$ cat src/iks_pkg.sv
// Shared types and constants for the id-keyed slot table.
package iks_pkg;

    // Default sizes of the table.
    localparam int TABLE_DEPTH_DEF  = 16;
    localparam int RECORD_WIDTH_DEF = 64;

    // Fixed widths of the transaction fields.
    localparam int CMD_W        = 3;
    localparam int ID_W         = 16;
    localparam int REC_FIELD_W  = 64;
    localparam int CODE_W       = 2;
    localparam int SLOT_FIELD_W = 4;

    // Slot status values.
    localparam logic SLOT_FREE = 1'b0;
    localparam logic SLOT_USED = 1'b1;

    // Command codes.
    localparam logic [CMD_W-1:0] CMD_CLEAR  = 3'd0;
    localparam logic [CMD_W-1:0] CMD_INSERT = 3'd1;
    localparam logic [CMD_W-1:0] CMD_REMOVE = 3'd2;
    localparam logic [CMD_W-1:0] CMD_MODIFY = 3'd3;
    localparam logic [CMD_W-1:0] CMD_FIND   = 3'd4;

    // Result codes.
    localparam logic [CODE_W-1:0] RC_OK        = 2'd0;
    localparam logic [CODE_W-1:0] RC_FULL      = 2'd1;
    localparam logic [CODE_W-1:0] RC_NOT_FOUND = 2'd2;

    // Request transaction payload.
    typedef struct packed {
        logic [CMD_W-1:0]       command;
        logic [ID_W-1:0]        key_id;
        logic [REC_FIELD_W-1:0] record_in;
    } iks_req_t;

    // Response transaction payload.
    typedef struct packed {
        logic [CODE_W-1:0]       result_code;
        logic [SLOT_FIELD_W-1:0] slot_index;
        logic [ID_W-1:0]         assigned_id;
        logic [REC_FIELD_W-1:0]  record_out;
    } iks_rsp_t;

    // Decoded operation broadcast to every cell.
    typedef struct packed {
        logic                   go;
        logic                   clear;
        logic                   insert;
        logic                   remove;
        logic                   modify;
        logic                   find;
        logic [ID_W-1:0]        key_id;
        logic [ID_W-1:0]        new_id;
        logic [REC_FIELD_W-1:0] record;
    } iks_op_t;

    // Priority link handed from cell to cell.
    typedef struct packed {
        logic                    taken;
        logic [SLOT_FIELD_W-1:0] slot_index;
        logic [ID_W-1:0]         id;
    } iks_link_t;

endpackage

$ cat src/iks_cell.sv
// One slot of the table: holds valid, id and record, and claims the op in priority order.
module iks_cell
    import iks_pkg::*;
#(
    parameter int RECORD_WIDTH = RECORD_WIDTH_DEF,
    parameter int CELL_IDX     = 0
)
(
    input  logic                    clk,
    input  logic                    rst_n,
    input  iks_op_t                 op,
    input  iks_link_t               link_in,
    input  logic [RECORD_WIDTH-1:0] rec_in,
    output iks_link_t               link_out,
    output logic [RECORD_WIDTH-1:0] rec_out
);

    localparam logic [SLOT_FIELD_W-1:0] SLOT_CODE = SLOT_FIELD_W'(CELL_IDX);

    logic                    valid_reg;
    logic                    valid_next;
    logic [ID_W-1:0]         id_reg;
    logic [RECORD_WIDTH-1:0] record_reg;
    logic                    is_free;
    logic                    is_match;
    logic                    claim;

    // A cell claims the op if free (insert) or matching (others) and no lower cell has.
    assign is_free  = (valid_reg == SLOT_FREE);
    assign is_match = (valid_reg == SLOT_USED) && (id_reg == op.key_id);
    assign claim    = !link_in.taken &&
                      ((op.insert && is_free) ||
                       ((op.remove || op.modify || op.find) && is_match));

    // Pass the link on, replacing it with this slot when it wins.
    always_comb
    begin
        link_out = link_in;
        rec_out  = rec_in;
        if (claim)
        begin
            link_out.taken      = 1'b1;
            link_out.slot_index = SLOT_CODE;
            link_out.id         = op.insert ? op.new_id : id_reg;
            rec_out             = op.find ? record_reg : '0;
        end
    end

    // Next status of the slot.
    always_comb
    begin
        valid_next = valid_reg;
        if (op.go)
        begin
            if (op.clear)
                valid_next = SLOT_FREE;
            else if (claim && op.insert)
                valid_next = SLOT_USED;
            else if (claim && op.remove)
                valid_next = SLOT_FREE;
        end
    end

    // Status flag is control state and is reset.
    always_ff @(posedge clk or negedge rst_n)
    begin
        if (!rst_n)
            valid_reg <= SLOT_FREE;
        else
            valid_reg <= valid_next;
    end

    // Id and record are written only when the slot is claimed.
    always_ff @(posedge clk)
    begin
        if (op.go && claim && op.insert)
            id_reg <= op.new_id;
        if (op.go && claim && (op.insert || op.modify))
            record_reg <= op.record[RECORD_WIDTH-1:0];
    end

endmodule

$ cat src/id_keyed_slot_table.sv
// Top level of the id-keyed slot table: command sequencer, cell chain and response register.
//
// Usage: a request transaction (req) carries a command, a key id and a record.
// Clear frees every slot; insert stores the record in the lowest free slot under
// the next id of a counter that wraps from its maximum to 1; remove, modify and
// find act on the lowest valid slot whose id equals the key. Exactly one response
// transaction (rsp) follows each request.
// Execution: an accepted request is held in the request register and executes in
// the execute state; its response is then registered in the response register.
// No new request is taken while one executes: the op ripples through the row of
// cells in the execute state, and the winning slot is picked by the priority link.
// The response register parts the two sides: a new request is taken while an
// earlier response still waits; if the receiver stalls, the next request waits
// in its execute cycle until the response register is free, and the stalled
// response holds steady.
// Reset frees every slot, clears the id counter and empties both channels.
module id_keyed_slot_table
    import iks_pkg::*;
#(
    parameter int TABLE_DEPTH  = TABLE_DEPTH_DEF,
    parameter int RECORD_WIDTH = RECORD_WIDTH_DEF
)
(
    input  logic     clk,
    input  logic     rst_n,
    input  logic     req_valid,
    output logic     req_stall,
    input  iks_req_t req,
    output logic     rsp_valid,
    input  logic     rsp_stall,
    output iks_rsp_t rsp
);

    typedef enum logic {
        ST_IDLE,
        ST_EXEC
    } state_t;

    state_t          state_reg;
    state_t          state_next;
    iks_req_t        req_reg;
    logic [ID_W-1:0] id_counter_reg;
    logic [ID_W-1:0] id_counter_next;
    logic [ID_W-1:0] id_candidate;
    logic            rsp_valid_reg;
    logic            rsp_valid_next;
    iks_rsp_t        rsp_reg;
    iks_rsp_t        rsp_next;
    logic            req_accept;
    logic            exec_go;
    iks_op_t         op;

    iks_link_t               link_chain [TABLE_DEPTH+1];
    logic [RECORD_WIDTH-1:0] rec_chain  [TABLE_DEPTH+1];

    // Handshake.
    assign req_stall  = (state_reg != ST_IDLE);
    assign req_accept = req_valid && !req_stall;
    assign exec_go    = (state_reg == ST_EXEC) && (!rsp_valid_reg || !rsp_stall);
    assign rsp_valid  = rsp_valid_reg;
    assign rsp        = rsp_reg;

    // Next id from the running counter; zero is skipped on wrap.
    assign id_candidate = (id_counter_reg == '1) ? ID_W'(1) : id_counter_reg + ID_W'(1);

    // Decode the held command into the broadcast op.
    always_comb
    begin
        op        = '0;
        op.go     = exec_go;
        op.key_id = req_reg.key_id;
        op.new_id = id_candidate;
        op.record = req_reg.record_in;
        unique case (req_reg.command)
            CMD_CLEAR:  op.clear  = 1'b1;
            CMD_INSERT: op.insert = 1'b1;
            CMD_REMOVE: op.remove = 1'b1;
            CMD_MODIFY: op.modify = 1'b1;
            CMD_FIND:   op.find   = 1'b1;
            default:    op.go     = exec_go;
        endcase
    end

    // Row of slot cells linked in priority order, slot zero first.
    assign link_chain[0] = '0;
    assign rec_chain[0]  = '0;

    for (genvar i = 0; i < TABLE_DEPTH; i++)
    begin : g_cell
        iks_cell #(
            .RECORD_WIDTH (RECORD_WIDTH),
            .CELL_IDX     (i)
        ) u_cell (
            .clk      (clk),
            .rst_n    (rst_n),
            .op       (op),
            .link_in  (link_chain[i]),
            .rec_in   (rec_chain[i]),
            .link_out (link_chain[i+1]),
            .rec_out  (rec_chain[i+1])
        );
    end

    // Response contents and counter update for the executing command.
    always_comb
    begin
        rsp_next        = '0;
        id_counter_next = id_counter_reg;
        if (op.insert || op.remove || op.modify || op.find)
        begin
            if (link_chain[TABLE_DEPTH].taken)
            begin
                rsp_next.result_code = RC_OK;
                rsp_next.slot_index  = link_chain[TABLE_DEPTH].slot_index;
                rsp_next.assigned_id = link_chain[TABLE_DEPTH].id;
                rsp_next.record_out  = REC_FIELD_W'(rec_chain[TABLE_DEPTH]);
                if (op.insert)
                    id_counter_next = id_candidate;
            end
            else
            begin
                rsp_next.result_code = op.insert ? RC_FULL : RC_NOT_FOUND;
            end
        end
    end

    // Sequencer next state and response valid.
    always_comb
    begin
        state_next     = state_reg;
        rsp_valid_next = rsp_valid_reg && rsp_stall;
        unique case (state_reg)
            ST_IDLE:
                if (req_accept)
                    state_next = ST_EXEC;
            ST_EXEC:
                if (exec_go)
                begin
                    state_next     = ST_IDLE;
                    rsp_valid_next = 1'b1;
                end
            default:
                state_next = ST_IDLE;
        endcase
    end

    // State, counter and response valid.
    always_ff @(posedge clk or negedge rst_n)
    begin
        if (!rst_n)
        begin
            state_reg      <= ST_IDLE;
            id_counter_reg <= '0;
            rsp_valid_reg  <= 1'b0;
        end
        else
        begin
            state_reg     <= state_next;
            rsp_valid_reg <= rsp_valid_next;
            if (exec_go)
                id_counter_reg <= id_counter_next;
        end
    end

    // Payload registers.
    always_ff @(posedge clk)
    begin
        if (req_accept)
            req_reg <= req;
        if (exec_go)
            rsp_reg <= rsp_next;
    end

    // A failed response carries no slot, id or record.
    a_fail_fields_zero: assert property (@(posedge clk) disable iff (!rst_n)
        (rsp_valid_reg && rsp_reg.result_code != RC_OK) |->
            (rsp_reg.slot_index == '0 && rsp_reg.assigned_id == '0 &&
             rsp_reg.record_out == '0))
        else $error("failed response carries nonzero fields");

    // The id counter moves only on an executed insert.
    a_counter_moves_on_insert: assert property (@(posedge clk) disable iff (!rst_n)
        (exec_go && !op.insert) |=> $stable(id_counter_reg))
        else $error("id counter changed without an insert");

    // With the response register free, the next cycle is idle with the response valid.
    a_exec_one_cycle: assert property (@(posedge clk) disable iff (!rst_n)
        (state_reg == ST_EXEC && !rsp_valid_reg) |=>
            (state_reg == ST_IDLE && rsp_valid_reg))
        else $error("execute cycle did not complete");

    // A successful insert never hands out id zero.
    a_insert_id_nonzero: assert property (@(posedge clk) disable iff (!rst_n)
        (exec_go && op.insert && link_chain[TABLE_DEPTH].taken) |=>
            (rsp_reg.assigned_id != '0))
        else $error("insert handed out id zero");

endmodule

$ cat config.mk
export PLATFORM = sky130hd
export DESIGN_NAME = id_keyed_slot_table
export DESIGN_NICKNAME = d
export VERILOG_FILES = /design/src/iks_pkg.sv /design/src/iks_cell.sv /design/src/id_keyed_slot_table.sv
export SDC_FILE = /design/constraint.sdc
export NUM_CORES = 2
export LEC_CHECK = 0
export ABC_AREA = 1
export CAP_MARGIN = 20
export CORE_MARGIN = 5
export CORE_UTILIZATION = 35
export CTS_BUF_LIST = sky130_fd_sc_hd__clkbuf_4 sky130_fd_sc_hd__clkbuf_8
export CTS_CLUSTER_SIZE = 40
export DETAILED_ROUTE_END_ITERATION = 16
export DONT_BUFFER_PORTS = 1
export GPL_TIMING_DRIVEN = 0
export HOLD_SLACK_MARGIN = 0.05
export PLACE_DENSITY = 0.58
export SYNTH_ARGS = -nofsm -noshare
export SYNTH_HDL_FRONTEND = slang
export SYNTH_SLANG_ARGS = --single-unit
$ cat constraint.sdc
create_clock -name clk -period 6.6 [get_ports clk]
set_clock_uncertainty 0.2 [all_clocks]
set_input_delay 0.66 -clock clk [delete_from_list [all_inputs] [get_ports clk]]
set_output_delay 0.66 -clock clk [all_outputs]
set_load 0.01 [all_outputs]
==> impl_metrics.ini <==
[power]
p_seq_share_pct = 50.5
powerDensity_mw_per_mm2 = 288
ir_drop_mv = 0.186
net-switching-power_mw = 5.67
p_sw_share_pct = 26.2
power_frac_clock_pct = 39.7
p_int_mw = 15.9
p_comb_share_pct = 9.8
p_leak_nw = 28.9

[clock_network]
numCtsBuffers = 280
insertion_delay_ns = 1.05
clk_pin_slew_ns = 0.06
clock_path_buffers = 4
tritoncts = done
htree_levels = 5
clock_tree.root_cell = clkbuf_8
clock-sinks = 1483

[critical_path]
crit_fanout = 10
max_stage_delay_ns = 0.59
crit_arrival_ns = 6.06
startpoint_type = flip-flop
path_cells = buf_4 > inv_2 > buf_4 > nor2_1 > nor2_1 > nand2_1 > nor2_1 > nand3_1 > nand2_1 > buf_2 > nor2_1 > clkbuf_1 > buf_2 > nand2_1 > nand4_1 > nor2_1 > nand3_1 > nor2_1 > nand3_1 > nor2_1 > nand3_1 > nor2_1 > nand3_1
crit_family = simple AND/OR/NAND/NOR gates
crit_type = flip-flop to flip-flop
endpoint_kind = flip-flop
critPathMostFrequentCell = nor2_1
crit_required_ns = 7.06
slowest_stage = clkbuf_1
cp_num_buf_inv = 6

[finish]
final_layout_size_suffix_gt1_share_pct = 11.0
fin_nets = 6535
area_delta_synth_final_pct = 18.0
fillers = 17054
largest_reg_flops = 1024

[synth]
synth_top_cell_by_area = edfxtp_1
synth.avg_cell_area_um2 = 10.7
synth_top_area_share_pct = 68.4
syn-num-nets = 6021
syn_area_mm2 = 0.0636
synth_seq_cells = 1483
synth-edff-count = 1449
ys_types = 46
ys.flop_type = edfxtp_1
yosysMostFrequentCell = nand2_1
netlist_top_cells_area = edfxtp_1 (68%), nand2_1 (12%), nor2_1 (3.4%)
yosysWarnings = 0
ys_seq_area_share_pct = 69.8
netlist_instances = 5933
synth-async-reset-ratio_pct = 2.29
ys_top_cells_by_count = nand2_1 (1988), edfxtp_1 (1449), nor2_1 (578)

[hold_path]
hold_class = primary input to flip-flop

[outcome]
outcome = complete, no violations

[job]
drv_cap = 0

[timing]
hold_violations = 0
fin_tns_setup_ns = 0
fmax_mhz = 179
worst_slew_pin_slew_ns = 1.24
slew_headroom_pct = 17.4
setup-violations-final = 0
finalCritPeriodShare_pct = 84.8
final-max-slew-violation-count = 0
worst_slack_ns = 1.00
layout_min_cycle_time_ns = 5.60
rsz0062_at_grt = false

[placement]
dp_hpwl_um = 146000
pre_cts_slack_ns = 1.08
gp_congestion = 0.927
portBuffers = 0

[floorplan]
fp.dieW_um = 436
initial_core_util_pct = 35.2
die_y_um = 436
rows = 156
core_mm2 = 0.181
ios = 175
die_area_mm2 = 0.190

[routing]
post_drt_via_cell_ratio = 5.08
wl_um = 209000
drc = 0
avgRoutedWirePerCell_um = 23.2
vias = 45856
ant_nets = 0
initialDrtViolationCount = 5125
first_pass_iters = 6

[grt]
grt_pass1_wl_um = 301000
track_usage_pct = 21.5
antenna_found_initial = 14
grt_max_degree = 57
grt_pass1_vias = 44478
grt.overflow.total = 0
-- final cells by class --
cell class	count	area [um2]	area share (%)
Clock buffer	363	4530	6.04
Clock inverter	114	666	0.887
Buffer	285	1290	1.72
Antenna cell	9	22.5	0.0300
Timing Repair Buffer	232	3030	4.03
Tap cell	2370	2970	3.95
Inverter	476	1800	2.39
Sequential cell	1483	44400	59.1
Multi-Input combinational cell	3689	16400	21.8
-- cells by family after synthesis --
| kind of cell | synth area share, % |
|---|---|
| buf+inv | 4.83 |
| xor+xnor | 1.02 |
| compound gates | 4.35 |
| flops | 69.8 |
| fa+ha+maj | 0.0197 |
| simple gates | 20.0 |
-- power by group through the flow --
stage               registers [mW]  logic [mW]  clock network [mW]
floorplan                     11.0        1.14                   0
global placement              11.1        1.92                   0
detailed placement            11.1        2.02                   0
CTS                           10.9        2.11                8.79
global route                  10.9        2.30                9.24
finish                        10.9        2.12                8.59
-- worst reg2reg max path, delay by kind of cell, from the launching register on --
kind | cells | cell delay [ns]
DFF | 1 | 0.37
and+or+nand+nor | 17 | 2.68
buffers and inverters | 6 | 2.03
-- stage by stage --
stage / utilization (%) / hold WS, ns / power [mW] / area, um2 / instances
detailed placement: 37.7 / 0.169 / 13.1 / 68200 / 8379
global route: 41.5 / 0.0577 / 22.5 / 75000 / 9013
global placement: 36.8 / 0.169 / 13.1 / 66500 / 8303
CTS: 41.5 / 0.0502 / 21.8 / 75000 / 9009
floorplan: - / 0.164 / 12.2 / 63600 / 5933
finish: 41.5 / 0.134 / 21.6 / 75000 / 9021
-- metal layers --
| metal | global-route usage, % | wire [um] | vias up |
|---|---|---|---|
| met4 | 9.34 | 9530 | 6 |
| met5 | 0 | 37 | - |
| met2 | 35.0 | 97800 | 2185 |
| met3 | 4.73 | 17200 | 478 |
| met1 | 27.6 | 84300 | 22072 |
| li1 | - | - | 21115 |
-- worst paths after layout --
path                               startpoint                           to  slack [ns]  cells after the start
max                                    op[80]                      rsp[76]        1.00                     23
min                                   req[30]                       op[30]        0.13                      1
max reg2reg                            op[80]                      rsp[76]        1.00                     23
min reg2reg                id_counter_reg[12]           id_counter_reg[12]        0.30                      2
max in group asynchronous               rst_n            id_counter_reg[6]        5.75                      3
min in group asynchronous               rst_n  g_cell[12].u_cell.valid_reg        0.16                      3
-- placed cells by master (no fill, tap or decap), types with 14 or more instances in the layout --
master	count
buf_16	16
clkinv_1	76
o22ai_1	61
buf_2	107
dlygate4sd3_1	151
clkbuf_1	137
o21ai_0	250
inv_2	27
xor2_1	38
nand4_1	111
nor3_2	14
nor2_2	14
or2_2	22
nand2_1	1988
edfxtp_1	1449
clkbuf_8	289
nand3_1	334
buf_4	18
o21ai_1	16
a21oi_1	100
clkbuf_4	74
xnor2_1	34
inv_1	443
nor2_1	551
buf_12	32
nor2_4	22
buf_1	21
nor3_1	27
buf_8	20
o211ai_1	48
clkinv_2	26
dfrtp_1	34
-- what timing repair did --
action,CTS,global route
endpoints found under the setup margin,0,0
hold buffers,153,0
resized for setup,0,0
buffers inserted,0,0
hold endpoints to repair,147,0
Note: power is estimated with default switching activity, not from simulation.
